--- src/rtl/core/battery_power_state_monitor_unit_assert.svh ---
// Assertion macros for the battery power-state monitor.
// Used by the top level only; clocked on clk_i, reset by rst_ni.
`ifndef BATTERY_POWER_STATE_MONITOR_UNIT_ASSERT_SVH
`define BATTERY_POWER_STATE_MONITOR_UNIT_ASSERT_SVH
`ifndef NO_ASSERTIONS
`define BPSM_ASSERT(label, prop) \
  label: assert property (@(posedge clk_i) disable iff (!rst_ni) prop) \
    else $error("bpsm assertion failed");
`define BPSM_ASSERT_IN_RESET(label, prop) \
  label: assert property (@(posedge clk_i) prop) \
    else $error("bpsm reset assertion failed");
`else
`define BPSM_ASSERT(label, prop)
`define BPSM_ASSERT_IN_RESET(label, prop)
`endif
`endif

--- src/rtl/core/bpsm_pkg.sv ---
// Shared types, constants and helper functions of the battery power-state monitor.
// No dependencies; used by every module of the block.
package bpsm_pkg;

  localparam int unsigned MV_W          = 13;
  localparam int unsigned TICK_W        = 32;
  localparam int unsigned STEP_W        = 4;
  localparam int unsigned LEVEL_W       = 7;
  localparam int unsigned PSTATE_W      = 2;
  localparam int unsigned LEVEL_ENTRIES = 10;
  localparam int unsigned CFG_IDX_W     = 3;
  localparam int unsigned CFG_DATA_W    = 32;
  localparam int unsigned QUEUE_DEPTH   = 2;
  localparam int unsigned QPTR_W        = $clog2(QUEUE_DEPTH);
  localparam int unsigned QCNT_W        = $clog2(QUEUE_DEPTH + 1);

  typedef logic [MV_W-1:0]     mv_t;
  typedef logic [TICK_W-1:0]   tick_t;
  typedef logic [STEP_W-1:0]   step_t;
  typedef logic [LEVEL_W-1:0]  level_t;
  typedef logic [PSTATE_W-1:0] pstate_t;

  localparam pstate_t ST_CHARGED  = 2'd0;
  localparam pstate_t ST_CHARGING = 2'd1;
  localparam pstate_t ST_LOW      = 2'd2;
  localparam pstate_t ST_BATTERY  = 2'd3;

  localparam logic [CFG_IDX_W-1:0] CFG_LOW_MV        = 3'd0;
  localparam logic [CFG_IDX_W-1:0] CFG_CRIT_MV       = 3'd1;
  localparam logic [CFG_IDX_W-1:0] CFG_LOW_TIMEOUT   = 3'd2;
  localparam logic [CFG_IDX_W-1:0] CFG_CRIT_TIMEOUT  = 3'd3;
  localparam logic [CFG_IDX_W-1:0] CFG_INACT_TIMEOUT = 3'd4;

  localparam mv_t   LOW_MV_RESET        = 13'd3200;
  localparam mv_t   CRIT_MV_RESET       = 13'd3000;
  localparam tick_t LOW_TIMEOUT_RESET   = 32'd5000;
  localparam tick_t CRIT_TIMEOUT_RESET  = 32'd5000;
  localparam tick_t INACT_TIMEOUT_RESET = 32'd300000;
  localparam mv_t   MIN_MV_RESET        = 13'd6000;
  localparam mv_t   MAX_MV_RESET        = 13'd0;

  localparam mv_t STEP_TABLE_MV [LEVEL_ENTRIES] = '{
    13'd3000, 13'd3780, 13'd3830, 13'd3870, 13'd3890,
    13'd3920, 13'd3960, 13'd4000, 13'd4040, 13'd4100
  };

  typedef struct packed {
    mv_t   low_mv;
    mv_t   crit_mv;
    tick_t low_timeout;
    tick_t crit_timeout;
    tick_t inact_timeout;
  } cfg_t;

  typedef struct packed {
    mv_t    mv;
    tick_t  tick;
    step_t  step;
    level_t level;
    logic   above_low;
    logic   above_crit;
    logic   power_good;
    logic   charging;
    logic   inact_over;
  } sample_t;

  typedef struct packed {
    level_t  level_percent;
    step_t   charge_step;
    mv_t     min_mv;
    mv_t     max_mv;
    pstate_t power_state;
    logic    state_changed;
    logic    can_fly;
    logic    charging_led_start;
    logic    lowbat_led_start;
    logic    shutdown_request;
  } result_t;

  function automatic step_t step_of(input mv_t mv);
    step_t s;
    s = STEP_W'(LEVEL_ENTRIES - 1);
    for (int i = LEVEL_ENTRIES - 2; i >= 0; i--) begin
      if (mv <= STEP_TABLE_MV[i]) begin
        s = STEP_W'(i);
      end
    end
    return s;
  endfunction

  function automatic level_t level_of(input step_t step);
    return LEVEL_W'({step, 3'b000}) + LEVEL_W'({step, 1'b0});
  endfunction

endpackage

--- src/rtl/core/bpsm_front.sv ---
// Front end: classifies one raw sample into a queue word.
// Depends on bpsm_pkg (sample_t, cfg_t, step table helpers).
module bpsm_front (
  input  bpsm_pkg::mv_t     battery_mv_i,
  input  logic              power_good_i,
  input  logic              charging_i,
  input  bpsm_pkg::tick_t   tick_now_i,
  input  bpsm_pkg::tick_t   inactivity_ticks_i,
  input  bpsm_pkg::cfg_t    cfg_i,
  output bpsm_pkg::sample_t sample_o
);

  bpsm_pkg::step_t step;

  always_comb begin
    step                = bpsm_pkg::step_of(battery_mv_i);
    sample_o.mv         = battery_mv_i;
    sample_o.tick       = tick_now_i;
    sample_o.step       = step;
    sample_o.level      = bpsm_pkg::level_of(step);
    sample_o.above_low  = battery_mv_i > cfg_i.low_mv;
    sample_o.above_crit = battery_mv_i > cfg_i.crit_mv;
    sample_o.power_good = power_good_i;
    sample_o.charging   = charging_i;
    sample_o.inact_over = inactivity_ticks_i > cfg_i.inact_timeout;
  end

endmodule

--- src/rtl/core/bpsm_queue.sv ---
// Short FIFO of classified samples between the front and the back end.
// Depends on bpsm_pkg (sample_t, queue depth constants).
module bpsm_queue (
  input  logic              clk_i,
  input  logic              rst_ni,
  input  logic              push_i,
  input  bpsm_pkg::sample_t push_data_i,
  output logic              not_full_o,
  input  logic              pop_i,
  output logic              head_valid_o,
  output bpsm_pkg::sample_t head_o,
  output logic [bpsm_pkg::QCNT_W-1:0] count_o
);

  bpsm_pkg::sample_t                  mem_q [bpsm_pkg::QUEUE_DEPTH];
  logic [bpsm_pkg::QPTR_W-1:0]        wr_ptr_q, wr_ptr_d;
  logic [bpsm_pkg::QPTR_W-1:0]        rd_ptr_q, rd_ptr_d;
  logic [bpsm_pkg::QCNT_W-1:0]        count_q, count_d;

  assign not_full_o   = count_q != bpsm_pkg::QCNT_W'(bpsm_pkg::QUEUE_DEPTH);
  assign head_valid_o = count_q != '0;
  assign head_o       = mem_q[rd_ptr_q];
  assign count_o      = count_q;

  always_comb begin
    wr_ptr_d = wr_ptr_q;
    rd_ptr_d = rd_ptr_q;
    count_d  = count_q;
    if (push_i) begin
      wr_ptr_d = (wr_ptr_q == bpsm_pkg::QPTR_W'(bpsm_pkg::QUEUE_DEPTH - 1)) ? '0
                 : wr_ptr_q + 1'b1;
    end
    if (pop_i) begin
      rd_ptr_d = (rd_ptr_q == bpsm_pkg::QPTR_W'(bpsm_pkg::QUEUE_DEPTH - 1)) ? '0
                 : rd_ptr_q + 1'b1;
    end
    if (push_i && !pop_i) begin
      count_d = count_q + 1'b1;
    end else if (pop_i && !push_i) begin
      count_d = count_q - 1'b1;
    end
  end

  always_ff @(posedge clk_i or negedge rst_ni) begin
    if (!rst_ni) begin
      wr_ptr_q <= '0;
      rd_ptr_q <= '0;
      count_q  <= '0;
    end else begin
      wr_ptr_q <= wr_ptr_d;
      rd_ptr_q <= rd_ptr_d;
      count_q  <= count_d;
    end
  end

  always_ff @(posedge clk_i) begin
    if (push_i) begin
      mem_q[wr_ptr_q] <= push_data_i;
    end
  end

endmodule

--- src/rtl/core/bpsm_back.sv ---
// Back end: running extremes, voltage stamps, power state and result register.
// Depends on bpsm_pkg (sample_t, result_t, cfg_t, state codes).
module bpsm_back (
  input  logic              clk_i,
  input  logic              rst_ni,
  input  logic              head_valid_i,
  input  bpsm_pkg::sample_t head_i,
  output logic              pop_o,
  input  bpsm_pkg::cfg_t    cfg_i,
  output logic              out_valid_o,
  input  logic              out_ready_i,
  output bpsm_pkg::result_t result_o
);

  bpsm_pkg::mv_t     min_q, min_d, max_q, max_d;
  bpsm_pkg::tick_t   low_stamp_q, low_stamp_d, crit_stamp_q, crit_stamp_d;
  bpsm_pkg::tick_t   low_time, crit_time;
  bpsm_pkg::pstate_t prev_q, state;
  logic              fly_q, fly_d, changed;
  logic              out_valid_q;
  bpsm_pkg::result_t res_q, res_d;

  assign pop_o       = head_valid_i && (!out_valid_q || out_ready_i);
  assign out_valid_o = out_valid_q;
  assign result_o    = res_q;

  always_comb begin
    max_d        = (max_q < head_i.mv) ? head_i.mv : max_q;
    min_d        = (min_q > head_i.mv) ? head_i.mv : min_q;
    low_stamp_d  = head_i.above_low ? head_i.tick : low_stamp_q;
    crit_stamp_d = head_i.above_crit ? head_i.tick : crit_stamp_q;
    low_time     = head_i.tick - low_stamp_d;
    crit_time    = head_i.tick - crit_stamp_d;

    if (head_i.power_good && !head_i.charging) begin
      state = bpsm_pkg::ST_CHARGED;
    end else if (head_i.power_good && head_i.charging) begin
      state = bpsm_pkg::ST_CHARGING;
    end else if (!head_i.charging && low_time > cfg_i.low_timeout) begin
      state = bpsm_pkg::ST_LOW;
    end else begin
      state = bpsm_pkg::ST_BATTERY;
    end

    changed = state != prev_q;
    fly_d   = changed ? (state == bpsm_pkg::ST_LOW || state == bpsm_pkg::ST_BATTERY) : fly_q;

    res_d.level_percent      = head_i.level;
    res_d.charge_step        = head_i.step;
    res_d.min_mv             = min_d;
    res_d.max_mv             = max_d;
    res_d.power_state        = state;
    res_d.state_changed      = changed;
    res_d.can_fly            = fly_d;
    res_d.charging_led_start = changed && state == bpsm_pkg::ST_CHARGING;
    res_d.lowbat_led_start   = changed && state == bpsm_pkg::ST_LOW;
    res_d.shutdown_request   =
      (state == bpsm_pkg::ST_LOW && crit_time > cfg_i.crit_timeout) ||
      (state == bpsm_pkg::ST_BATTERY && head_i.inact_over);
  end

  always_ff @(posedge clk_i or negedge rst_ni) begin
    if (!rst_ni) begin
      min_q        <= bpsm_pkg::MIN_MV_RESET;
      max_q        <= bpsm_pkg::MAX_MV_RESET;
      low_stamp_q  <= '0;
      crit_stamp_q <= '0;
      prev_q       <= bpsm_pkg::ST_BATTERY;
      fly_q        <= 1'b0;
      out_valid_q  <= 1'b0;
    end else begin
      if (pop_o) begin
        min_q        <= min_d;
        max_q        <= max_d;
        low_stamp_q  <= low_stamp_d;
        crit_stamp_q <= crit_stamp_d;
        prev_q       <= state;
        fly_q        <= fly_d;
        out_valid_q  <= 1'b1;
      end else if (out_ready_i) begin
        out_valid_q  <= 1'b0;
      end
    end
  end

  always_ff @(posedge clk_i) begin
    if (pop_o) begin
      res_q <= res_d;
    end
  end

endmodule

--- src/rtl/core/battery_power_state_monitor_unit.sv ---
// Top level of the battery power-state monitor: config registers, front, queue, back.
// Depends on bpsm_pkg, bpsm_front, bpsm_queue, bpsm_back and the assertion header.
//
//   channel   direction  handshake                  payload
//   cfg       in         cfg_valid_i / cfg_ready_o  cfg_index_i, cfg_data_i
//   in        in         in_valid_i / in_ready_o    battery_mv_i .. inactivity_ticks_i
//   out       out        out_valid_o / out_ready_i  level_percent_o .. shutdown_request_o
//
// One sample per cycle sustained while out_ready_i stays high.
// A sample's word goes through the queue and is loaded into the result register on its pop.
// Reset clears the extremes, stamps, power state and config to their defaults.
// A stalled output fills the two-word queue, then in_ready_o drops.
// Config writes are taken every cycle.
`include "battery_power_state_monitor_unit_assert.svh"

module battery_power_state_monitor_unit (
  input  logic                               clk_i,
  input  logic                               rst_ni,
  input  logic                               cfg_valid_i,
  output logic                               cfg_ready_o,
  input  logic [bpsm_pkg::CFG_IDX_W-1:0]     cfg_index_i,
  input  logic [bpsm_pkg::CFG_DATA_W-1:0]    cfg_data_i,
  input  logic                               in_valid_i,
  output logic                               in_ready_o,
  input  bpsm_pkg::mv_t                      battery_mv_i,
  input  logic                               power_good_i,
  input  logic                               charging_i,
  input  bpsm_pkg::tick_t                    tick_now_i,
  input  bpsm_pkg::tick_t                    inactivity_ticks_i,
  output logic                               out_valid_o,
  input  logic                               out_ready_i,
  output bpsm_pkg::level_t                   level_percent_o,
  output bpsm_pkg::step_t                    charge_step_o,
  output bpsm_pkg::mv_t                      min_mv_o,
  output bpsm_pkg::mv_t                      max_mv_o,
  output bpsm_pkg::pstate_t                  power_state_o,
  output logic                               state_changed_o,
  output logic                               can_fly_o,
  output logic                               charging_led_start_o,
  output logic                               lowbat_led_start_o,
  output logic                               shutdown_request_o
);

  bpsm_pkg::cfg_t     cfg_q;
  bpsm_pkg::sample_t  sample, head;
  bpsm_pkg::result_t  result;
  logic               push, pop, head_valid, not_full;
  logic [bpsm_pkg::QCNT_W-1:0] q_count;
  logic               out_low, out_fly_state;

  assign cfg_ready_o = 1'b1;
  assign in_ready_o  = not_full;
  assign push        = in_valid_i && not_full;

  always_ff @(posedge clk_i or negedge rst_ni) begin
    if (!rst_ni) begin
      cfg_q.low_mv        <= bpsm_pkg::LOW_MV_RESET;
      cfg_q.crit_mv       <= bpsm_pkg::CRIT_MV_RESET;
      cfg_q.low_timeout   <= bpsm_pkg::LOW_TIMEOUT_RESET;
      cfg_q.crit_timeout  <= bpsm_pkg::CRIT_TIMEOUT_RESET;
      cfg_q.inact_timeout <= bpsm_pkg::INACT_TIMEOUT_RESET;
    end else if (cfg_valid_i) begin
      case (cfg_index_i)
        bpsm_pkg::CFG_LOW_MV:        cfg_q.low_mv        <= cfg_data_i[bpsm_pkg::MV_W-1:0];
        bpsm_pkg::CFG_CRIT_MV:       cfg_q.crit_mv       <= cfg_data_i[bpsm_pkg::MV_W-1:0];
        bpsm_pkg::CFG_LOW_TIMEOUT:   cfg_q.low_timeout   <= cfg_data_i[bpsm_pkg::TICK_W-1:0];
        bpsm_pkg::CFG_CRIT_TIMEOUT:  cfg_q.crit_timeout  <= cfg_data_i[bpsm_pkg::TICK_W-1:0];
        bpsm_pkg::CFG_INACT_TIMEOUT: cfg_q.inact_timeout <= cfg_data_i[bpsm_pkg::TICK_W-1:0];
        default: begin
        end
      endcase
    end
  end

  bpsm_front u_front (
    .battery_mv_i       (battery_mv_i),
    .power_good_i       (power_good_i),
    .charging_i         (charging_i),
    .tick_now_i         (tick_now_i),
    .inactivity_ticks_i (inactivity_ticks_i),
    .cfg_i              (cfg_q),
    .sample_o           (sample)
  );

  bpsm_queue u_queue (
    .clk_i        (clk_i),
    .rst_ni       (rst_ni),
    .push_i       (push),
    .push_data_i  (sample),
    .not_full_o   (not_full),
    .pop_i        (pop),
    .head_valid_o (head_valid),
    .head_o       (head),
    .count_o      (q_count)
  );

  bpsm_back u_back (
    .clk_i        (clk_i),
    .rst_ni       (rst_ni),
    .head_valid_i (head_valid),
    .head_i       (head),
    .pop_o        (pop),
    .cfg_i        (cfg_q),
    .out_valid_o  (out_valid_o),
    .out_ready_i  (out_ready_i),
    .result_o     (result)
  );

  assign level_percent_o      = result.level_percent;
  assign charge_step_o        = result.charge_step;
  assign min_mv_o             = result.min_mv;
  assign max_mv_o             = result.max_mv;
  assign power_state_o        = result.power_state;
  assign state_changed_o      = result.state_changed;
  assign can_fly_o            = result.can_fly;
  assign charging_led_start_o = result.charging_led_start;
  assign lowbat_led_start_o   = result.lowbat_led_start;
  assign shutdown_request_o   = result.shutdown_request;

  assign out_low       = power_state_o == bpsm_pkg::ST_LOW;
  assign out_fly_state = out_low || power_state_o == bpsm_pkg::ST_BATTERY;

  `BPSM_ASSERT_IN_RESET(a_no_output_in_reset, !rst_ni |=> !out_valid_o && q_count == '0)
  `BPSM_ASSERT(a_extremes_ordered, out_valid_o |-> min_mv_o <= max_mv_o)
  `BPSM_ASSERT(a_lowbat_on_change, out_valid_o && lowbat_led_start_o |-> state_changed_o && out_low)
  `BPSM_ASSERT(a_fly_on_change, out_valid_o && state_changed_o |-> can_fly_o == out_fly_state)
  `BPSM_ASSERT(a_shutdown_states, out_valid_o && shutdown_request_o |-> out_fly_state)

endmodule

--- config.mk ---
export PLATFORM = sky130hd
export DESIGN_NAME = battery_power_state_monitor_unit
export DESIGN_NICKNAME = d
export VERILOG_FILES = /design/src/rtl/core/bpsm_pkg.sv /design/src/rtl/core/bpsm_front.sv /design/src/rtl/core/bpsm_queue.sv /design/src/rtl/core/bpsm_back.sv /design/src/rtl/core/battery_power_state_monitor_unit.sv
export VERILOG_INCLUDE_DIRS = /design/src /design/src/rtl/core
export SDC_FILE = /design/constraint.sdc
export NUM_CORES = 1
export LEC_CHECK = 0
export BUFFER_PORTS_ARGS = -buffer_cell sky130_fd_sc_hd__buf_2
export CAP_MARGIN = 10
export CORE_UTILIZATION = 25
export DETAILED_ROUTE_END_ITERATION = 6
export GPL_TIMING_DRIVEN = 0
export SYNTH_ARGS = -nofsm -noshare
export SYNTH_HDL_FRONTEND = slang
export SYNTH_SLANG_ARGS = --single-unit
--- constraint.sdc ---
create_clock -name clk_i -period 13.2 [get_ports clk_i]
set_input_delay 0 -clock clk_i [delete_from_list [all_inputs] [get_ports clk_i]]
set_output_delay 0 -clock clk_i [all_outputs]
set_load 0.05 [all_outputs]
==> results by group <==
Status
  – Outcome: finished, final reports clean

Timing
  – Final hold violation count: 0
  – Period utilization: 59.8%
  – Tightest Pin Transition: between 1 and 1.5 ns
  – Final setup fails: 0
  – Clock Skew: 0.0321 ns
  – Post-route setup TNS: 0 ns
  – Max-slew violation count: 0
  – Worst slew margin: 22.8%
  – Unrepaired setup endpoints after global routing: false
  – Fmax achieved: 127 MHz
  – PnR worst setup slack: 5.30 ns
  – Min Tclk post-route: 7.90 ns

Synth
  – Top cell type by total area after synthesis: edfxtp_1
  – Syn Area/Cell: 10.1 sq um
  – Area of the mapped netlist: about 0.021 sq mm
  – Post-synthesis cell type count: between 60 and 70
  – EDFF count, synth: around 160
  – Top post-synthesis cells by count: nand2_1 (272), o21ai_0 (263), ha_1 (212), dfrtp_1 (183), inv_1 (183)
  – Ys flop type: dfrtp_1
  – Yosys reg bits: 377
  – Largest cells by area after synthesis: edfxtp_1 (22%), dfrtp_1 (21%), ha_1 (12%), o21ai_0 (6.1%), nand2_1 (4.8%)
  – Most frequent cell after synthesis: nand2_1
  – Post-synthesis sequential area ratio: a little under half
  – Post-synth ARST share: 58.4%
  – Cell count after synthesis: 2,115
  – Synth Net Count: 2,449
  – Proportion of netlist area held by the largest area contributor: 22.0%
  – Synthesis warning total: 0

Die
  – DIE HEIGHT: 295 microns
  – Die area: about 0.087 sq mm
  – Io pins: 166
  – Row cnt: 107
  – Initial core utilization: 25.2%
  – CORE AREA: 0.0851 sq mm
  – Die Wd: 295 microns

Clocking
  – H-tree depth: 2
  – CTS buffer count: 43
  – Max Root-Sink Buffers: 3
  – CTS clk-pin slew, worst paths: 0.06 ns
  – TritonCTS Sinks: 377
  – CTS Hold Bufs: 88
  – CTS resizes: 0
  – CTS tree: yes
  – Clock root buffer: clkbuf_16
  – Clk_lat worst skew: 0.60 ns
  – Post CTS Setup Buffer Count: 0

Setup path
  – Delay-heaviest family, CP: compound AO/OA/AOI/OAI gates
  – Crit start category: register
  – Most used cell, CP: clkbuf_1
  – Required @ worst endpoint: 13.50 ns
  – Critical path type: register to register
  – Crit end category: register
  – Largest stage delay on the critical path: 0.64 ns
  – CP Data Arrival Time: approximately 8.2 ns
  – CP max stage cell: clkbuf_1
  – Crit path max fanout: 10
  – Critical path buffer and inverter count: 4

Power
  – Part of the power in registers: 23.4%
  – Sw Share: approximately 45%
  – Final Power: roughly 8000 uW
  – Cell area power density: 297 mW/mm^2
  – Clock power frac: 16.0%
  – Cell-internal power: 4250 uW
  – Comb pwr share: between 60% and 70%
  – Worst VDD drop: ~0.00014 V
  – Switching pwr: 3530 uW
  – P_leak: 0.0114 uW

Worst hold path
  – Hold WC Path Type: input port to asynchronous set/reset pin

Drt
  – Wirelength per Cell: 16.5 microns
  – WL final: 59,200 microns
  – Iteration-0 DRC Markers: ~930
  – Via count: between 15,000 and 20,000
  – Antenna Nets Post-Route: 0
  – Vias per cell: 4.53
  – DRC violations left: 0
  – First drt pass iteration count: 5

GRT
  – Vias in the first global route: 15,900
  – Initial antenna violation count: 2
  – First-pass GRT wire length: between 90,000 and 100,000 microns
  – Largest net degree at the start of global routing: 115
  – Total track usage: 13.5%
  – GRT overflow: 0

Layout
  – Final instance area: 0.0262 sq mm
  – Final nets: 2,751
  – Share of layout cells above drive strength 1: 14.4%
  – P&R area growth vs syn: 22.2%

Place
  – PortBufs: 162
  – Placer Congestion: a little over 0.9
  – Dpl cell area: ~0.024 sq mm
  – Post-place setup slack: 5.16 ns
  – DP HPWL: between 40,000 and 50,000 microns

Flow run
  – Max-Cap Viols: 0
## registers in the layout (all words and copies together) (netlist names), 13 cells and up
signal               cells
cfg_q                  122
u_back.crit_stamp_q     32
u_back.low_stamp_q      32
u_back.max_q            13
u_back.min_q            13
u_back.result_o         41
u_queue.mem_q          116
## cell families after synthesis
| logic type | Yosys count | synth area share, % |
|---|---|---|
| muxes | 124 | 6.30 |
| DFF | 377 | 47.9 |
| adders and majority gates | 215 | 12.6 |
| AOI/OAI and AO/OA | 579 | 15.8 |
| xor gates and xnor gates | 61 | 2.49 |
| and+or+nand+nor | 501 | 10.3 |
| other | 2 | 0.0350 |
| buffers and inverters | 256 | 4.57 |
## stage by stage
step / util, % / cells / hold slack, ns
2_1_floorplan: - / 2115 / -0.296
3_3_place_gp: 27.8 / 3421 / 0.189
3_5_place_dp: 28.0 / 3428 / 0.0949
4_1_cts: 30.8 / 3596 / 0.0478
5_1_grt: 30.8 / 3597 / 0.0957
6_report: 30.8 / 3597 / 0.0625
## path summary, 6_finish.rpt
| path | startpoint | end | slack [ns] | cells past startpoint |
|---|---|---|---|---|
| max in group asynchronous | rst_ni | cfg_q[109] | 12.14 | 4 |
| min | rst_ni | u_back.crit_stamp_q[27] | 0.06 | 3 |
| max | u_queue.rd_ptr_q | u_back.result_o[0] | 5.30 | 26 |
| max reg2reg | u_queue.rd_ptr_q | u_back.result_o[0] | 5.30 | 26 |
| min reg2reg | u_back.crit_stamp_q[21] | u_back.crit_stamp_q[21] | 0.47 | 2 |
| min in group clk_i | cfg_valid_i | cfg_q[110] | 0.08 | 5 |
## worst min-delay path: stages
cell and delay (ns):
dlygate4sd3_1 0.56, buf_8 0.11, buf_16 0.35
## power groups by stage
stage | Clock (uW) | Combinational (uW) | Sequential (uW)
finish | 1240 | 4710 | 1820
global route | 1320 | 5290 | 1860
CTS | 1280 | 4730 | 1820
detailed placement | 0 | 4670 | 1840
global placement | 0 | 4590 | 1840
floorplan | 0 | 3260 | 2040
## per-layer routing
layer	part of all wire, %	up-vias	global-route usage, %	wire (microns)
li1	-	8133	-	-
met1	47	7729	18.7	28000
met2	46	350	21.8	27100
met3	4.3	90	1.86	2520
met4	2.6	2	4.20	1560
met5	0.017	-	0	10
## layout by cell type (no fill, tap or decap), drive strengths merged, types with 21 or more instances in the layout
cell type / n
mux2: 89
nand4: 35
buf: 186
nor2b: 21
xnor2: 40
nand3: 22
inv: 189
xor2: 21
dlygate4sd3: 88
mux2i: 35
a21o: 62
clkbuf: 109
nor2: 88
edfxtp: 157
o21ai: 289
nand2: 272
o21a: 26
dfrtp: 183
a21oi: 114
dfstp: 37
ha: 212
## layout make-up
type	instances	area [sq um]
fill	8820	58900
sequential	377	10300
multi-input combinational	1482	10200
timing repair buffer	257	1840
tap	1144	1430
clock buffer	54	1150
inverter	184	691
clock inverter	26	324
buffer	72	289
antenna	1	2.50
(Power assumes the default switching activity.)
